## src/median_of_loaded_set_defines.svh

```systemverilog
// Assertion macros shared by the median block RTL.
`ifndef MEDIAN_OF_LOADED_SET_DEFINES_SVH
`define MEDIAN_OF_LOADED_SET_DEFINES_SVH

// Implication in the same cycle.
`define MOL_ASSERT_SAME(lbl, clk, rst, ante, cons, msg) \
   lbl: assert property (@(posedge clk) disable iff (rst) (ante) |-> (cons)) else $error(msg);

// Implication in the next cycle.
`define MOL_ASSERT_NEXT(lbl, clk, rst, ante, cons, msg) \
   lbl: assert property (@(posedge clk) disable iff (rst) (ante) |=> (cons)) else $error(msg);

`endif

```

## src/mol_pkg.sv

```systemverilog
// Shared types and constants for the median block.
`timescale 1ns / 1ps
package mol_pkg;

   localparam int DATA_W = 32;

   typedef logic signed [DATA_W-1:0] data_type;

   typedef struct packed {
      logic     ins;
      logic     shift;
      data_type din;
   } cell_ctrl_type;

endpackage

```

## src/mol_cell.sv

```systemverilog
// One sort cell: compare against the broadcast value, insert or shift.
`timescale 1ns / 1ps
module mol_cell
   import mol_pkg::*;
#(
   parameter int CNT_W = 7,
   parameter int INDEX = 0
) (
   input  logic             clock,
   input  cell_ctrl_type    ctrl,
   input  logic [CNT_W-1:0] count,
   input  data_type         left_val,
   input  logic             left_gt,
   input  data_type         right_val,
   output data_type         val,
   output logic             gt
);

   data_type val_ff;
   data_type val_in;
   logic     occupied;

   assign occupied = count > CNT_W'(INDEX);
   // empty cells act as +infinity, so a new maximum goes to the first free slot
   assign gt       = !occupied || (val_ff > ctrl.din);
   assign val      = val_ff;

   always_comb begin
      val_in = val_ff;
      if (ctrl.ins && gt) begin
         val_in = left_gt ? left_val : ctrl.din;
      end else if (ctrl.shift) begin
         val_in = right_val;
      end
   end

   always_ff @(posedge clock) begin
      val_ff <= val_in;
   end

endmodule

```

## config.mk

```make
export PLATFORM = sky130hd
export DESIGN_NAME = mol_cell
export DESIGN_NICKNAME = d
export VERILOG_FILES = /design/src/median_of_loaded_set_defines.svh /design/src/mol_pkg.sv /design/src/mol_cell.sv
export SDC_FILE = /design/constraint.sdc
export NUM_CORES = 1
export LEC_CHECK = 0
export ABC_AREA = 1
export BUFFER_PORTS_ARGS = -buffer_cell sky130_fd_sc_hd__buf_2
export CAP_MARGIN = 20
export CORE_MARGIN = 2
export CORE_UTILIZATION = 43
export CTS_BUF_LIST = sky130_fd_sc_hd__clkbuf_4 sky130_fd_sc_hd__clkbuf_8
export CTS_CLUSTER_SIZE = 12
export DETAILED_ROUTE_END_ITERATION = 12
export GPL_TIMING_DRIVEN = 0
export HOLD_SLACK_MARGIN = 0.12
export PLACE_DENSITY_LB_ADDON = 0.1
export SKIP_LAST_GASP = 1
export SYNTH_ARGS = -nofsm -noshare
export SYNTH_HDL_FRONTEND = slang
export SYNTH_SLANG_ARGS = --single-unit
```

## constraint.sdc

```tcl
create_clock -name clock -period 2.6 [get_ports clock]
set_clock_uncertainty 0.15 [all_clocks]
set_input_delay 0.13 -clock clock [delete_from_list [all_inputs] [get_ports clock]]
set_output_delay 0.13 -clock clock [all_outputs]
set_load 0.05 [all_outputs]
```

==> flow_metrics.tcl, run 1 <==
set metrics [dict create \
    overflow 0 \
    place_inst 570 \
    finalSetupViolCount 0 \
    tightest_slew_ns 0.7067 \
    finalCriticalPeriod_ns 2.458 \
    cp.required_ns 2.43 \
    synth_cells 358 \
    maxSlewHeadroom_pct 52.84 \
    num-fill-cells 500 \
    wl_per_cell_um 13.64 \
    slowest_delay_ns 0.43 \
    setup_tns_ns 0 \
    cellPowerDensity_nw_per_um2 722.1 \
    rsz0062_at_grt "no" \
    fin_cells 629 \
    ys_ff_latch 32 \
    holdPathEnd "val[19]" \
    dr.pass1.iters 5 \
    grt_pass1_vias 2946 \
    cts_tree "done" \
    grt_pass1_wl_um 13290 \
    drv_slew 0 \
    hp-start "left_val[19]" \
    synth_mux_area_share_pct 0.4208 \
    yosysUniqueCellTypes 23 \
    reg2regPathDepth 12 \
    layout-drive-gt1-share_pct 30.69 \
    synth_fp_nets 497 \
    grt_max_degree 33 \
    hold_class "input port to flop" \
    track_usage_pct 23.50 \
    vias 3086 \
    crit_slowest_cell "edfxtp_1" \
    path_buf_inv 1 \
    finalHoldViolations 0 \
    critPathKind "flop to flop" \
    rr_startpoint "val[27]" \
    yosys_warnings 0 \
    pre_cts_ws_ns 0.01833 \
    insertedDiodeCount 0 \
    r2r_slack_ns 0.14 \
    fp.dieH_um 82.89 \
    clk_latency_ns 0.28 \
    seq_area_um2 960.9 \
    synth_xor_area_share_pct 0 \
    viasPerCell 4.906 \
    initial_core_util_pct 44.94 \
    min_path_cells 5 \
    peakVddDrop_v 0.0004531 \
    synthSimpleGateAreaFrac_pct 29.22 \
    worstSetupStartpointType "flop" \
    nets 692 \
    ant_nets 0 \
    cts-root-buf "clkbuf_8" \
    h-tree-depth 2 \
    place_congestion 0.8576 \
    critPathMaxFanout 13 \
    syn_area_um2 2676 \
    end_kind "flop" \
    floorplan.core_area_um2 5956 \
    pin_count 140 \
    power.leakage_nw 2.227 \
    ys_seq_area_share_pct 35.90 \
    postPlaceCellArea_um2 3500 \
    cts_buffers 5 \
    antenna_found_initial 0 \
    rows 28 \
    dpl.hpwl_um 5797 \
    dr.first_iter.drc_count 137 \
    worstPathArrival_ns 2.29 \
    drv_cap 0 \
    area_growth_pct 55.40 \
    drc 0 \
    synth_compound_area_share_pct 10.10 \
    outcome "finished clean" \
    largest_reg_flops 32 \
    avgSynthCellArea_um2 7.476 \
    setup_slack_ns 0.1421 \
    worstReg2RegEnd "val[0]" \
    clk_pin_slew_worst_paths_ns 0.07 \
    clock_sinks 32 \
    synth_top_family_by_area "simple AND/OR/NAND/NOR gates" \
    final_cell_area_um2 4159 \
    crit_family "simple AND/OR/NAND/NOR gates" \
    finalCritPeriodShare_pct 94.53 \
    port_buffers 137 \
    drt-total-wl_um 8579 \
    clockBufferDepth 2 \
    dieArea_um2 6871 \
    synthAdderAreaFrac_pct 14.96 \
    fmax_mhz 406.9 \
    multi_input_area_um2 1583 \
    die_w_um 82.89 \
    crit_chain "ha_4 > nand2_1 > nor2_2 > nand2_2 > nor4_4 > nand2_1 > nand3_1 > nand3_2 > nand2_4 > nand2_4 > buf_12 > nand2_8" \
]
## Yosys cell counts
master	number	area share (%)
nand3_1	34	6.4
edfxtp_1	32	36
o21ai_0	33	6.2
ha_1	32	15
nor4_1	1	0.23
nand4_1	2	0.47
buf_6	3	1.3
nor2_2	1	0.23
a21o_1	2	0.56
buf_4	3	0.84
nor4_4	1	0.79
nor3_1	1	0.19
clkbuf_1	11	1.5
nand2_2	1	0.23
nand3_2	1	0.37
inv_1	41	5.8
nor2_1	8	1.1
nand2_4	2	0.84
nand2_1	131	18
o21ai_1	1	0.19
o21a_1	2	0.56
a21oi_1	14	2.6
mux2_2	1	0.42
## worst max path at each step
stage             from  slack (ns)  cells after the start       to
6_report       val[27]        0.14                     12   val[0]
5_1_grt         val[9]        0.02                     15  val[22]
4_1_cts        val[27]       0.002                     12  val[22]
3_5_place_dp   val[31]        0.02                     12  val[19]
3_3_place_gp   val[31]        0.04                     12  val[19]
2_1_floorplan  val[29]      -0.008                     12   val[0]
## metrics by stage
step | utilization [%] | hold slack, ns | power [mW]
final | 69.83 | 0.1275 | 3.003
after global routing | 69.83 | 0.1501 | 3.196
after CTS | 67.67 | 0.1200 | 2.874
after detailed placement | 58.76 | 0.2466 | 2.417
after global placement | 58.76 | 0.2417 | 2.394
after floorplan | - | 0.1586 | 2.010
## cells in the final DEF, fill, tap and decap left out, drive strengths merged
cell / instances
edfxtp: 32
inv: 41
nand3: 35
a21o: 2
dlygate4sd3: 44
mux2: 1
nor2: 9
nor4: 2
nor3: 1
clkinv: 1
clkbuf: 18
nand4: 2
o21ai: 34
buf: 147
a21oi: 14
ha: 32
o21a: 2
nand2: 137
## layer usage
metal | vias to the layer above | share of wire [%] | track usage (%)
li1 | 1578 | - | -
met1 | 1350 | 44 | 29.32
met2 | 144 | 47 | 41.50
met3 | 14 | 7.2 | 4.970
met4 | 0 | 1.2 | 5.514
met5 | - | 0 | 0
## where the power goes
part | internal, mW | leakage, nW | switching, mW
logic | 0.595 | 1.85 | 1.17
registers | 0.764 | 0.326 | 0.0820
clock network | 0.207 | 0.0467 | 0.186
total | 1.57 | 2.23 | 1.44
## layout make-up
type                            instances  area share [%]
Buffer                                 17           2.738
Clock buffer                            7           2.016
Clock inverter                          1         0.09025
Inverter                               41           3.700
Multi-Input combinational cell        271           38.06
Sequential cell                        32           23.10
Tap cell                               75           2.256
Timing Repair Buffer                  185           28.04
## timing repair
| action | 4_1_cts | 5_1_grt |
|---|---|---|
| gates resized for setup | 1 | 11 |
| buffers inserted | 0 | 4 |
| hold endpoints to repair | 32 | 0 |
| hold buffers | 44 | 0 |
| pin swaps | 0 | 2 |
| gates cloned | 0 | 3 |
| endpoints found under the setup margin | 1 | 33 |
## worst min-delay path: stages
cell and delay [ns]:
buf_2 0.08, nand2_1 0.04, o21ai_0 0.06, nand3_1 0.08, nand2_1 0.07
## logic make-up (layout without fill, tap and decap cells)
kind of cell | count (synthesis) | in the layout
compound gates | 52 | 52
fa+ha+maj | 32 | 32
buf+inv | 58 | 251
flops | 32 | 32
mux | 1 | 1
simple gates | 183 | 186
No activity file was read; power rests on OpenSTA's default activity.
==> inputs of run 2 (changes only) <==
--- a/config.mk
+++ b/config.mk
@@ -11,10 +11,11 @@
 export CORE_MARGIN = 2
 export CORE_UTILIZATION = 43
 export CTS_BUF_LIST = sky130_fd_sc_hd__clkbuf_4 sky130_fd_sc_hd__clkbuf_8
+export CTS_CLUSTER_DIAMETER = 150
 export CTS_CLUSTER_SIZE = 12
 export DETAILED_ROUTE_END_ITERATION = 12
 export GPL_TIMING_DRIVEN = 0
-export HOLD_SLACK_MARGIN = 0.12
+export HOLD_SLACK_MARGIN = 0.15
 export PLACE_DENSITY_LB_ADDON = 0.1
 export SKIP_LAST_GASP = 1
 export SYNTH_ARGS = -nofsm -noshare
==> run 2 against run 1 <==
  * Power shrank 0.41%
  * Register-to-register slack about the same
  * Final area up 3.8%
  * First-iteration DRC count shrank 15%
  * Critical endpoint is now gt
==> flow_metrics.tcl, run 2 (synthesized netlist as in run 1, its figures left out) <==
set metrics [dict create \
    port_buffers 137 \
    area_growth_pct 61.29 \
    die_w_um 82.89 \
    tightest_slew_ns 0.7027 \
    drv_slew 0 \
    dieArea_um2 6871 \
    worstPathArrival_ns 2.20 \
    worstSetupStartpointType "flop" \
    nets 707 \
    reg2regPathDepth 12 \
    layout-drive-gt1-share_pct 29.35 \
    dr.pass1.iters 7 \
    initial_core_util_pct 44.94 \
    clk_pin_slew_worst_paths_ns 0.06 \
    fmax_mhz 403.7 \
    r2r_slack_ns 0.14 \
    postPlaceCellArea_um2 3500 \
    hold_class "input port to flop" \
    cp.required_ns 2.32 \
    dr.first_iter.drc_count 116 \
    finalHoldViolations 0 \
    rsz0062_at_grt "yes" \
    outcome "finished clean" \
    cts_buffers 5 \
    setup.worst_path.end "gt" \
    critPathMaxFanout 10 \
    fp.dieH_um 82.89 \
    floorplan.core_area_um2 5956 \
    drv_cap 0 \
    crit_slowest_cell "edfxtp_1" \
    crit_path_start "val[27]" \
    final_cell_mix "buf_2, nand2_1, dlygate4sd3_1" \
    worst-path-stages 11 \
    track_usage_pct 24.91 \
    vias 3137 \
    maxSlewHeadroom_pct 53.10 \
    grt_pass1_wl_um 14070 \
    dpl.hpwl_um 5797 \
    p_total_mw 2.991 \
    peakVddDrop_v 0.0004470 \
    overflow 0 \
    cellPowerDensity_nw_per_um2 692.8 \
    crit_family "simple AND/OR/NAND/NOR gates" \
    path_buf_inv 2 \
    drt-total-wl_um 8991 \
    viasPerCell 4.871 \
    end_kind "output port" \
    slowest_delay_ns 0.43 \
    power.leakage_nw 2.288 \
    ant_nets 0 \
    clock_sinks 32 \
    cts_tree "done" \
    clk_latency_ns 0.28 \
    finalCriticalPeriod_ns 2.477 \
    h-tree-depth 2 \
    cts-root-buf "clkbuf_8" \
    crit_chain "ha_4 > nand2_1 > nor2_2 > nand2_2 > nor4_4 > nand2_1 > nand3_1 > nand3_2 > nand2_4 > buf_8 > buf_8" \
    pin_count 140 \
    rr_startpoint "val[27]" \
    fin_util_pct 72.48 \
    critPathKind "flop to output port" \
    final_cell_area_um2 4317 \
    wl_per_cell_um 13.96 \
    rows 28 \
    finalSetupViolCount 0 \
    insertedDiodeCount 0 \
    finalCritPeriodShare_pct 95.28 \
    clockBufferDepth 2 \
    largest_reg_flops 32 \
    grt_max_degree 33 \
    worstReg2RegEnd "val[0]" \
    layout_commonest_cell "buf_2" \
    grt_pass1_vias 3098 \
    place_congestion 0.8576 \
    drc 0 \
    antenna_found_initial 0 \
]
-- run 2: report_power, final --
part | internal (mW) | total (mW) | switching (mW)
sequential | 0.764 | 0.846 | 0.0822
clock | 0.207 | 0.395 | 0.187
combinational | 0.587 | 1.75 | 1.16
-- run 2: worst min-delay path: cells and delay by family --
family,cells,cell delay (ns)
and+or+nand+nor,3,0.21
AOI/OAI and AO/OA,1,0.08
buffers and inverters,1,0.07
-- run 2: layer usage --
metal | part of all wire, % | track usage [%]
met5 | 0 | 0
met4 | 1.3 | 6.557
met3 | 6.8 | 4.970
met2 | 50 | 45.01
met1 | 42 | 30.07
-- run 2: repair_timing --
item / in CTS / in global routing
gates resized for setup: 1 / 11
setup buffers: 0 / 1
hold buffers: 62 / 0
pin swaps: 0 / 1
hold endpoints to repair: 32 / 0
endpoints found under the setup margin: 1 / 34
gates cloned: 0 / 3
-- run 2: cell type report --
type	instances	area, um^2
plain buffers	17	113.9
flip-flops and latches	32	960.9
inverters	41	153.9
repair buffers	200	1324
clock inverters	1	3.754
multi-input cells	271	1583
clock buffers	7	83.83
well taps	75	93.84
fillers	467	1639
-- run 2: metrics by stage --
step	instances	hold slack [ns]	TNS, ns	setup WS, ns
global route	644	0.1802	-0.002611	-0.002611
detailed placement	570	0.2466	0	0.01833
floorplan	358	0.1586	-0.2493	-0.007790
CTS	640	0.1559	0	0.002470
global placement	570	0.2417	0	0.04432
finish	644	0.1619	0	0.1227
-- run 2: worst min path at each step --
stage	start	end	slack [ns]	depth (start not counted)
floorplan	right_val[0]	val[0]	0.16	2
global placement	right_val[0]	val[0]	0.24	3
detailed placement	right_val[4]	val[4]	0.25	3
CTS	left_val[30]	val[30]	0.16	5
global route	left_val[30]	val[30]	0.18	5
finish	left_val[1]	val[1]	0.16	5
==> inputs of run 3 (changes only) <==
--- a/config.mk
+++ b/config.mk
@@ -9,7 +9,7 @@
 export BUFFER_PORTS_ARGS = -buffer_cell sky130_fd_sc_hd__buf_2
 export CAP_MARGIN = 20
 export CORE_MARGIN = 2
-export CORE_UTILIZATION = 43
+export CORE_UTILIZATION = 25
 export CTS_BUF_LIST = sky130_fd_sc_hd__clkbuf_4 sky130_fd_sc_hd__clkbuf_8
 export CTS_CLUSTER_DIAMETER = 150
 export CTS_CLUSTER_SIZE = 12
==> run 3 against run 2 <==
  * First-iteration DRC count grew 23%
  * Routed wire length rose by 8.2%
  * Critical path type is now flop to flop
  * Worst hold slack gained 0.023 ns
  * Power grew 7.4%
  * Flip-flop and latch count is the same
==> flow_metrics.tcl, run 3 (synthesized netlist as in run 1, its figures left out) <==
set metrics [dict create \
    dr.first_iter.drc_count 143 \
    final_cell_mix "buf_2, nand2_1, dlygate4sd3_1" \
    insertedDiodeCount 0 \
    clockBufferDepth 2 \
    initial_core_util_pct 25.81 \
    dr.pass1.iters 4 \
    min_path_cells 5 \
    p_total_mw 3.210 \
    ant_nets 0 \
    clock_sinks 32 \
    worstPathArrival_ns 2.41 \
    critPathKind "flop to flop" \
    cts-root-buf "clkbuf_8" \
    pin_count 140 \
    num-fill-cells 1078 \
    rsz0062_at_grt "yes" \
    finalCriticalPeriod_ns 2.578 \
    top_layer "met4" \
    clk_pin_slew_worst_paths_ns 0.08 \
    wl_met2_um 4462 \
    hold_class "input port to flop" \
    end_kind "flop" \
    finalHoldViolations 0 \
    nets 720 \
    finalCritPeriodShare_pct 99.16 \
    critPathMaxFanout 8 \
    place_congestion 0.7715 \
    drc 0 \
    seq_area_um2 960.9 \
    drt-met1-wl_um 4512 \
    setup_slack_ns 0.02186 \
    cellPowerDensity_nw_per_um2 697.8 \
    grt_pass1_vias 3087 \
    clk_latency_ns 0.29 \
    tightest_slew_ns 0.6922 \
    wl_met3_um 695 \
    grt_pass1_wl_um 14520 \
    drt-total-wl_um 9731 \
    finalSetupViolCount 0 \
    die_w_um 107.5 \
    floorplan.core_area_um2 10370 \
    rows 37 \
    drv_slew 0 \
    multi_input_area_um2 1650 \
    worstSetupStartpointType "flop" \
    grt_max_degree 17 \
    fin_util_pct 44.37 \
    fmax_mhz 387.9 \
    viasPerCell 4.391 \
    vias 3153 \
    port_buffers 137 \
    antenna_found_initial 0 \
    layout_commonest_cell "buf_2" \
    overflow 0 \
    fp.dieH_um 107.5 \
    layout-drive-gt1-share_pct 32.47 \
    cts_tree "done" \
    drv_cap 0 \
    dpl.hpwl_um 6726 \
    area_growth_pct 71.90 \
    setup_tns_ns 0 \
    reg2regPathDepth 12 \
    wl_per_cell_um 13.55 \
    dieArea_um2 11550 \
    pre_cts_ws_ns -0.09243 \
    peakVddDrop_v 0.0003621 \
    power.leakage_nw 2.378 \
    outcome "finished clean" \
    h-tree-depth 2 \
    maxSlewHeadroom_pct 53.80 \
    largest_reg_flops 32 \
    cts_buffers 5 \
    track_usage_pct 16.03 \
    cp.required_ns 2.44 \
]
-- run 3: final timing paths --
check	slack (ns)	to	from
hold reg to reg	1.11	val[31]	val[31]
setup / recovery	0.02	val[16]	val[31]
setup reg to reg	0.02	val[16]	val[31]
hold / removal	0.18	val[24]	ctrl[24]
-- run 3: area by class of cell --
type,instances,share of cell area (%)
Clock inverter,1,0.08159
Inverter,41,3.345
Multi-Input combinational cell,271,35.87
Sequential cell,32,20.89
Clock buffer,7,1.822
Tap cell,136,3.699
Timing Repair Buffer,213,31.55
Buffer,17,2.747
-- run 3: metrics by stage --
stage	hold WS (ns)	area [um^2]	std cells
after floorplan	0.1586	2720	358
after global placement	0.2443	3576	631
after detailed placement	0.2498	3576	631
after CTS	0.1729	4355	706
after global routing	0.2121	4601	718
final	0.1846	4601	718
-- run 3: worst max-delay path, cell delays in order (launching register included) --
cell and delay, ns:
edfxtp_1 0.44, ha_4 0.32, nand2_4 0.05, nor2_4 0.12, nand2_2 0.08, nor4_4 0.25, nand2_1 0.13, nand3_2 0.08
nand3_2 0.09, nand2_4 0.14, nand2_8 0.11, buf_12 0.20, nand2_8 0.11
-- run 3: report_power, final --
part	internal, mW	total (mW)	switching (mW)
clock network	0.207	0.399	0.192
logic	0.715	1.97	1.25
registers	0.764	0.844	0.0804
-- run 3: layer usage --
metal | global-route usage, % | vias to the layer above
met5 | 0 | -
met4 | 3.755 | 0
met3 | 3.148 | 6
met2 | 27.03 | 123
met1 | 21.13 | 1391
li1 | - | 1633
-- run 3: what timing repair did --
action | 4_1_cts | 5_1_grt
pin swaps | 1 | 12
resized for setup | 5 | 28
setup endpoints to repair | 33 | 62
hold endpoints to repair | 32 | 0
gates cloned | 1 | 3
hold buffers | 65 | 0
setup buffers | 1 | 9
